--- config.mk ---
export PLATFORM = sky130hd
export DESIGN_NAME = led_breathing_pattern_sequencer_flat
export DESIGN_NICKNAME = d
export VERILOG_FILES = /design/src/rtl/core/lbps_pkg.sv /design/src/rtl/core/lbps_tick_if.sv /design/src/rtl/core/lbps_result_if.sv /design/src/rtl/core/led_breathing_pattern_sequencer.sv /design/src/rtl/core/lbps_step.sv /design/src/flat_wrapper.sv
export SDC_FILE = /design/constraint.sdc
export NUM_CORES = 1
export LEC_CHECK = 0
export BUFFER_PORTS_ARGS = -buffer_cell sky130_fd_sc_hd__buf_2
export CORE_MARGIN = 2
export CORE_UTILIZATION = 55
export CTS_CLUSTER_DIAMETER = 60
export DETAILED_ROUTE_END_ITERATION = 6
export MAX_ROUTING_LAYER = met4
export PLACE_DENSITY = 0.77
export SLEW_MARGIN = 20
export SYNTH_ARGS = -nofsm -noshare
export SYNTH_HDL_FRONTEND = slang
export SYNTH_SLANG_ARGS = --single-unit
--- constraint.sdc ---
create_clock -name clk -period 5.2 [get_ports clk]
set_input_delay 0.52 -clock clk [delete_from_list [all_inputs] [get_ports clk]]
set_output_delay 0.52 -clock clk [all_outputs]
set_load 0.005 [all_outputs]
--- src/rtl/core/lbps_pkg.sv ---
package lbps_pkg;

  localparam logic [1:0] PH_LOW  = 2'd0;
  localparam logic [1:0] PH_RISE = 2'd1;
  localparam logic [1:0] PH_HIGH = 2'd2;
  localparam logic [1:0] PH_FALL = 2'd3;

  localparam logic [1:0] DRV_OFF = 2'd0;
  localparam logic [1:0] DRV_DIM = 2'd1;
  localparam logic [1:0] DRV_ON  = 2'd2;

  localparam logic [6:0] DUTY_FULL = 7'd100;

  typedef struct packed {
    logic [3:0]  pattern_id;
    logic        pattern_valid;
    logic [15:0] low_time;
    logic [15:0] high_time;
    logic [7:0]  step_time;
    logic [6:0]  ramp_step;
  } lbps_tick_t;

  typedef struct packed {
    logic [1:0] phase;
    logic [6:0] duty_level;
    logic [1:0] drive_held;
    logic [3:0] last_pattern;
    logic       last_valid;
  } lbps_state_t;

endpackage

--- src/rtl/core/lbps_tick_if.sv ---
interface lbps_tick_if;
  logic        valid;
  logic        ready;
  logic [3:0]  pattern_id;
  logic        pattern_valid;
  logic [15:0] low_time;
  logic [15:0] high_time;
  logic [7:0]  step_time;
  logic [6:0]  ramp_step;

  modport source (
    output valid, pattern_id, pattern_valid, low_time, high_time, step_time, ramp_step,
    input  ready
  );
  modport sink (
    input  valid, pattern_id, pattern_valid, low_time, high_time, step_time, ramp_step,
    output ready
  );
endinterface

--- src/rtl/core/lbps_result_if.sv ---
interface lbps_result_if;
  logic       valid;
  logic       ready;
  logic [1:0] drive_mode;
  logic [6:0] duty_percent;
  logic [1:0] phase_now;

  modport source (
    output valid, drive_mode, duty_percent, phase_now,
    input  ready
  );
  modport sink (
    input  valid, drive_mode, duty_percent, phase_now,
    output ready
  );
endinterface

--- src/rtl/core/led_breathing_pattern_sequencer.sv ---
// A tick passes through the input register and then the result register before its
// result is offered; a stalled result can hold it in between.
// Throughput: one tick per cycle while results are taken; the state update is a single
// add/compare pass per cycle. A stalled result holds the result register; the input
// register keeps taking ticks while it is empty or the result register can move.
// Reset (rst, synchronous): phase low, duty 0, drive off, wait count 0, no pattern held.
module led_breathing_pattern_sequencer import lbps_pkg::*; #(
  parameter int NUM_PATTERNS = 16,
  parameter int TIME_BITS    = 16
) (
  input  logic        clk,
  input  logic        rst,
  lbps_tick_if.sink   tick,
  lbps_result_if.source result
);

  logic                 in_valid;
  lbps_tick_t           in_item;
  logic                 advance;
  lbps_state_t          state;
  lbps_state_t          state_next;
  logic [TIME_BITS-1:0] wait_ticks;
  logic [TIME_BITS-1:0] wait_ticks_next;
  logic                 out_valid;
  logic [1:0]           drive_mode;
  logic [6:0]           duty_percent;
  logic [1:0]           phase_now;

  // the input register moves whenever the result register is free or being taken
  assign advance    = !out_valid || result.ready;
  assign tick.ready = !in_valid || advance;

  always_ff @(posedge clk) begin
    if (rst) begin
      in_valid <= 1'b0;
    end else if (tick.ready) begin
      in_valid <= tick.valid;
    end
    if (tick.ready && tick.valid) begin
      in_item.pattern_id    <= tick.pattern_id;
      in_item.pattern_valid <= tick.pattern_valid;
      in_item.low_time      <= tick.low_time;
      in_item.high_time     <= tick.high_time;
      in_item.step_time     <= tick.step_time;
      in_item.ramp_step     <= tick.ramp_step;
    end
  end

  lbps_step #(
    .NUM_PATTERNS (NUM_PATTERNS),
    .TIME_BITS    (TIME_BITS)
  ) u_step (
    .item     (in_item),
    .cur      (state),
    .cur_wait (wait_ticks),
    .nxt      (state_next),
    .nxt_wait (wait_ticks_next)
  );

  always_ff @(posedge clk) begin
    if (rst) begin
      state.phase        <= PH_LOW;
      state.duty_level   <= 7'd0;
      state.drive_held   <= DRV_OFF;
      state.last_pattern <= 4'd0;
      state.last_valid   <= 1'b0;
      wait_ticks         <= '0;
      out_valid          <= 1'b0;
    end else if (advance) begin
      out_valid <= in_valid;
      if (in_valid) begin
        state      <= state_next;
        wait_ticks <= wait_ticks_next;
      end
    end
    if (advance && in_valid) begin
      drive_mode   <= state_next.drive_held;
      duty_percent <= state_next.duty_level;
      phase_now    <= state_next.phase;
    end
  end

  assign result.valid        = out_valid;
  assign result.drive_mode   = drive_mode;
  assign result.duty_percent = duty_percent;
  assign result.phase_now    = phase_now;

  // with no pattern held the sequencer must sit parked
  a_parked_when_invalid: assert property (@(posedge clk) disable iff (rst)
    !state.last_valid |-> (state.phase == PH_LOW && state.duty_level == 7'd0
                           && state.drive_held == DRV_OFF))
    else $error("sequencer not parked while no pattern is selected");

  a_duty_bounded: assert property (@(posedge clk) disable iff (rst)
    result.valid |-> (result.duty_percent <= DUTY_FULL && result.drive_mode <= DRV_ON))
    else $error("result duty or drive mode out of range");

  // state only moves on a tick that passes into the result register
  a_state_holds: assert property (@(posedge clk) disable iff (rst)
    !(advance && in_valid) |=> ($stable(state) && $stable(wait_ticks)))
    else $error("sequencer state changed without a tick");

endmodule

--- src/rtl/core/lbps_step.sv ---
module lbps_step import lbps_pkg::*; #(
  parameter int NUM_PATTERNS = 16,
  parameter int TIME_BITS    = 16
) (
  input  lbps_tick_t             item,
  input  lbps_state_t            cur,
  input  logic [TIME_BITS-1:0]   cur_wait,
  output lbps_state_t            nxt,
  output logic [TIME_BITS-1:0]   nxt_wait
);

  logic                 valid;
  logic                 restart;
  lbps_state_t          base;
  logic [TIME_BITS-1:0] base_wait;
  logic [7:0]           duty_sum;

  always_comb begin
    // an id beyond the table counts as no pattern
    valid   = item.pattern_valid && (32'(item.pattern_id) < NUM_PATTERNS);
    restart = (valid != cur.last_valid) || (valid && (item.pattern_id != cur.last_pattern));

    base      = cur;
    base_wait = cur_wait;
    if (restart) begin
      base.phase      = PH_LOW;
      base.duty_level = 7'd0;
      base.drive_held = DRV_OFF;
      base_wait       = '0;
    end
    base.last_valid   = valid;
    base.last_pattern = item.pattern_id;

    duty_sum = {1'b0, base.duty_level} + {1'b0, item.ramp_step};

    nxt      = base;
    nxt_wait = base_wait;
    if (valid) begin
      if (base_wait > TIME_BITS'(1)) begin
        nxt_wait = base_wait - TIME_BITS'(1);
      end else begin
        unique case (base.phase)
          PH_LOW: begin
            nxt.drive_held = DRV_OFF;
            nxt.phase      = PH_RISE;
            nxt_wait       = TIME_BITS'(item.low_time);
          end
          PH_RISE: begin
            // saturate at full duty
            if (duty_sum >= {1'b0, DUTY_FULL}) begin
              nxt.duty_level = DUTY_FULL;
              nxt.phase      = PH_HIGH;
            end else begin
              nxt.duty_level = duty_sum[6:0];
            end
            nxt.drive_held = DRV_DIM;
            nxt_wait       = TIME_BITS'(item.step_time);
          end
          PH_HIGH: begin
            nxt.drive_held = DRV_ON;
            nxt.phase      = PH_FALL;
            nxt_wait       = TIME_BITS'(item.high_time);
          end
          default: begin
            if (base.duty_level <= item.ramp_step) begin
              nxt.duty_level = 7'd0;
              nxt.phase      = PH_LOW;
            end else begin
              nxt.duty_level = base.duty_level - item.ramp_step;
            end
            nxt.drive_held = DRV_DIM;
            nxt_wait       = TIME_BITS'(item.step_time);
          end
        endcase
      end
    end
  end

endmodule
--- src/flat_wrapper.sv ---
// flat-port wrapper written by rule: the top's interface ports become plain ports
module led_breathing_pattern_sequencer_flat import lbps_pkg::*;
#(
  parameter int NUM_PATTERNS = 16,
  parameter int TIME_BITS    = 16
)
  (clk, rst, tick_valid, tick_pattern_id, tick_pattern_valid, tick_low_time, tick_high_time, tick_step_time, tick_ramp_step, tick_ready, result_valid, result_drive_mode, result_duty_percent, result_phase_now, result_ready);
  lbps_tick_if tick_i ();
  lbps_result_if result_i ();
  input  logic clk;
  input  logic rst;
  input wire logic [$bits(tick_i.valid)-1:0] tick_valid;
  input wire logic [$bits(tick_i.pattern_id)-1:0] tick_pattern_id;
  input wire logic [$bits(tick_i.pattern_valid)-1:0] tick_pattern_valid;
  input wire logic [$bits(tick_i.low_time)-1:0] tick_low_time;
  input wire logic [$bits(tick_i.high_time)-1:0] tick_high_time;
  input wire logic [$bits(tick_i.step_time)-1:0] tick_step_time;
  input wire logic [$bits(tick_i.ramp_step)-1:0] tick_ramp_step;
  output wire logic [$bits(tick_i.ready)-1:0] tick_ready;
  output wire logic [$bits(result_i.valid)-1:0] result_valid;
  output wire logic [$bits(result_i.drive_mode)-1:0] result_drive_mode;
  output wire logic [$bits(result_i.duty_percent)-1:0] result_duty_percent;
  output wire logic [$bits(result_i.phase_now)-1:0] result_phase_now;
  input wire logic [$bits(result_i.ready)-1:0] result_ready;
  assign tick_i.valid = tick_valid;
  assign tick_i.pattern_id = tick_pattern_id;
  assign tick_i.pattern_valid = tick_pattern_valid;
  assign tick_i.low_time = tick_low_time;
  assign tick_i.high_time = tick_high_time;
  assign tick_i.step_time = tick_step_time;
  assign tick_i.ramp_step = tick_ramp_step;
  assign tick_ready = tick_i.ready;
  assign result_valid = result_i.valid;
  assign result_drive_mode = result_i.drive_mode;
  assign result_duty_percent = result_i.duty_percent;
  assign result_phase_now = result_i.phase_now;
  assign result_i.ready = result_ready;
  led_breathing_pattern_sequencer #(.NUM_PATTERNS(NUM_PATTERNS), .TIME_BITS(TIME_BITS)) u_core (.clk(clk), .rst(rst), .tick(tick_i), .result(result_i));
endmodule
==> metrics.md <==
| Metric | Value |
|---|---|
| Final nets | roughly 700 |
| Synth cell types | roughly 70 |
| Area growth syn-to-layout | 11.81% |
| Clk Latency, worst-skew pair | slightly below 0.4 ns |
| Longest Clk Path Bufs | 2 |
| WP buf/inv | 0 |
| Reg-to-Reg End | u_core.state[15] |
| Hold path cells | 1 |
| GPL Wtd Cong | ~0.93 |
| Crit path from | u_core.in_item[47] |
| Async S/R FF share, synth | 0% |
| Sinks on the clock net | 97 |
| Max Transition Viols Final | 0 |
| Slowest-stage cell, CP | edfxtp_1 |
| Crit-path cells | nand3_1, o22ai_4, and2_1, ha_1, or3_1, a22oi_1, a211oi_1, a211oi_1, a21oi_1, or4_1, a21oi_1 |
| Share of Yosys cell area claimed by the top area cell type | about 36% |
| R2R setup slack | between 1 and 1.5 ns |
| Post-synth top cells | 70 x nand2_1, 63 x edfxtp_1, 49 x a21oi_1 |
| Layout cell share with drive strength beyond 1 | between 15 and 20% |
| Cell Rows | 35 |
| Number of flops mapped to enable cells by yosys | 63 |
| Reg2reg start | u_core.in_item[47] |
| Chip width | 101.9 µm |
| Remaining DRCs | 0 |
| # Max-Cap Violations | 0 |
| Synth Net Count | 629 |
| Post-CTS sizing | 0 |
| WS Path Type | flop to flop |
| Maximum clock frequency | between 0.2 and 0.25 GHz |
| Mapped cell area | 0.005275 mm² |
| DRT Wirelength | roughly 13000 µm |
| Overall Power | approximately 1.7 mW |
| Hold Crit Class | primary input to flop |
| Synth area leaders | edfxtp_1 36%, dfxtp_1 13%, nand2_1 5.0% |
| CTS Hold Bufs | 0 |
| Critical Path Max Stage Delay | 0.68 ns |
| Status | complete, no violations |
| CTS H-tree lvls | 3 |
| Final Hold Viols | 0 |
| Global Route Usage Sum | a little over a quarter |
| Average wire per standard cell | about 17 µm |
| Diodes inserted | 0 |
| RSZ-0062 raised after global routing | no |
| Critical Path RT | 5.52 ns |
| Routed vias | 4575 |
| Final min period | 4.167 ns |
| Fill cells | approximately 800 |
| Largest net degree at the start of global routing | 53 |
| Via density | just over 6 |
| Least-Margin Pin Slew | 1.134 ns |
| Slew headroom | 24.08% |
| Floorplan core area | a little over 0.009 mm² |
| Power Dens Cells | 286.2 mW/mm² |
| Die Y | 101.9 µm |
| Worst-path clk slew | around 0.12 ns |
| Skew final | 0.01723 ns |
| Detailed Routing Iterations Pass 1 | 5 |
| Die area | 0.01039 mm² |
| CTS tree | yes |
| Crit path max fanout | 21 |
| I/O pins | 69 |
| Number of antenna violations at the first check in global routing | 0 |
| R2R depth | 11 |
| Most used DFF post-synth | edfxtp_1 |
| HP Start | tick_ramp_step[6] |
| First-pass GRT wire length | 21230 µm |
| Post-CTS Setup Inserts | 0 |
| VDD IR-drop max | 0.1574 mV |
| Post-Syn Instances | 555 |
| Most common cell in the netlist | nand2_1 |
| Worst hold endpoint | u_core.in_item[6] |
| Syn. warnings | 0 |
| Period Utilization, post-route | between 80% and 90% |
| Worst Setup Start Kind | flop |
| Setup TNS | 0 ns |
| Endpoints failing setup | 0 |
| Initial DRC Count | 321 |
| Initial core utilization | 56.82% |
| FF+latch count, synth | 97 |
| CP delay by family, top | compound AO/OA/AOI/OAI gates |
| Vias in the first global route | 4394 |
| Post-synthesis sequential area ratio | 48.77% |
| GRT Residual Overflow | 0 |
| Most area-hungry cell type in the Yosys netlist | edfxtp_1 |
| IO buf count | 68 |
| Mean Syn Cell Area | ~9.5 µm² |
| Total CTS buffers | 9 |
| Critical Path End Type | flop |
| Post-DRT Antenna Nets | 0 |
| Leak | approximately 2.4 nW |
| CP Data Arrival Time | around 4.5 ns |
| Post-DP HPWL | roughly 9000 µm |
| Root buf cell | clkbuf_8 |
layout by cell type, fill, tap and decap left out, types with 7 or more instances in the layout:
master / n
nor2_1: 48
a31oi_1: 9
nand3_1: 15
clkbuf_8: 9
o21ai_0: 34
inv_1: 20
ha_1: 16
nor3_1: 17
nand2_1: 70
xnor2_1: 9
edfxtp_1: 63
and2_1: 7
a21oi_1: 49
dfxtp_1: 34
buf_2: 68
and3_1: 8
where the power goes:
group          switching, mW  leakage [nW]  internal, mW
Combinational          0.189          1.37         0.110
Clock                  0.308        0.0959         0.185
Sequential            0.0324         0.891         0.864
Total                  0.529          2.36          1.16
registers in the layout (all words and copies together) (netlist names):
| register | count |
|---|---|
| u_core.result.drive_mode | 2 |
| u_core.in_item | 52 |
| u_core.result.phase_now | 2 |
| u_core.result.duty_percent | 7 |
| u_core.state | 16 |
| u_core.in_valid | 1 |
| u_core.wait_ticks | 16 |
| u_core.result.valid | 1 |
final cells by class:
cell class              count  area, µm²  share of cell area [%]
clock buffers               9      123.9                   2.100
clock inverters             7      61.31                   1.039
inverters                  22      82.58                   1.400
multi-input cells         408       2519                   42.70
flip-flops and latches     97       2572                   43.61
well taps                 129      161.4                   2.737
repair buffers             73      377.9                   6.406
worst max path at each step:
stage               slack, ns  cells past startpoint                       endpoint
floorplan                1.34                     15  u_core.result.duty_percent[6]
global placement         1.22                     11  u_core.result.duty_percent[1]
detailed placement       1.16                     12  u_core.result.duty_percent[1]
CTS                      1.12                     11  u_core.result.duty_percent[1]
global route             0.64                     11                u_core.state[7]
finish                   1.03                     11               u_core.state[15]
worst reg2reg max path, stage by stage, from the launching register on:
cell	delay (ns)
edfxtp_1	0.68
nand3_1	0.24
o22ai_4	0.52
and2_1	0.28
ha_1	0.42
or3_1	0.41
a22oi_1	0.17
a211oi_1	0.07
a211oi_1	0.38
a21oi_1	0.22
or4_1	0.54
a21oi_1	0.16
logic make-up after synthesis:
family / after synthesis / share of synthesized area, %
flops: 97 / 48.77
buf+inv: 50 / 3.795
simple gates: 201 / 18.15
fa+ha+maj: 18 / 4.554
mux: 6 / 1.139
xor+xnor: 10 / 1.660
compound gates: 173 / 21.94
metal layers:
| metal | wire length [µm] | track usage, % | up-vias |
|---|---|---|---|
| met5 | 0 | - | - |
| met4 | 338 | 10.46 | 0 |
| met3 | 995 | 4.036 | 35 |
| met2 | 6213 | 43.12 | 212 |
| met1 | 5314 | 35.08 | 2134 |
| li1 | - | - | 2194 |
stage by stage:
step / util, % / area [µm²] / hold slack, ns / setup WS, ns / cells
after floorplan: - / 5275 / 0.4385 / 1.343 / 555
after CTS: 63.52 / 5897 / 0.3017 / 1.120 / 745
after global routing: 63.53 / 5898 / 0.2894 / 0.6379 / 745
after detailed placement: 61.52 / 5712 / 0.4648 / 1.155 / 729
final: 63.53 / 5898 / 0.2932 / 1.033 / 745
after global placement: 61.52 / 5712 / 0.4580 / 1.222 / 729
Power figures use the tool's default switching activity.
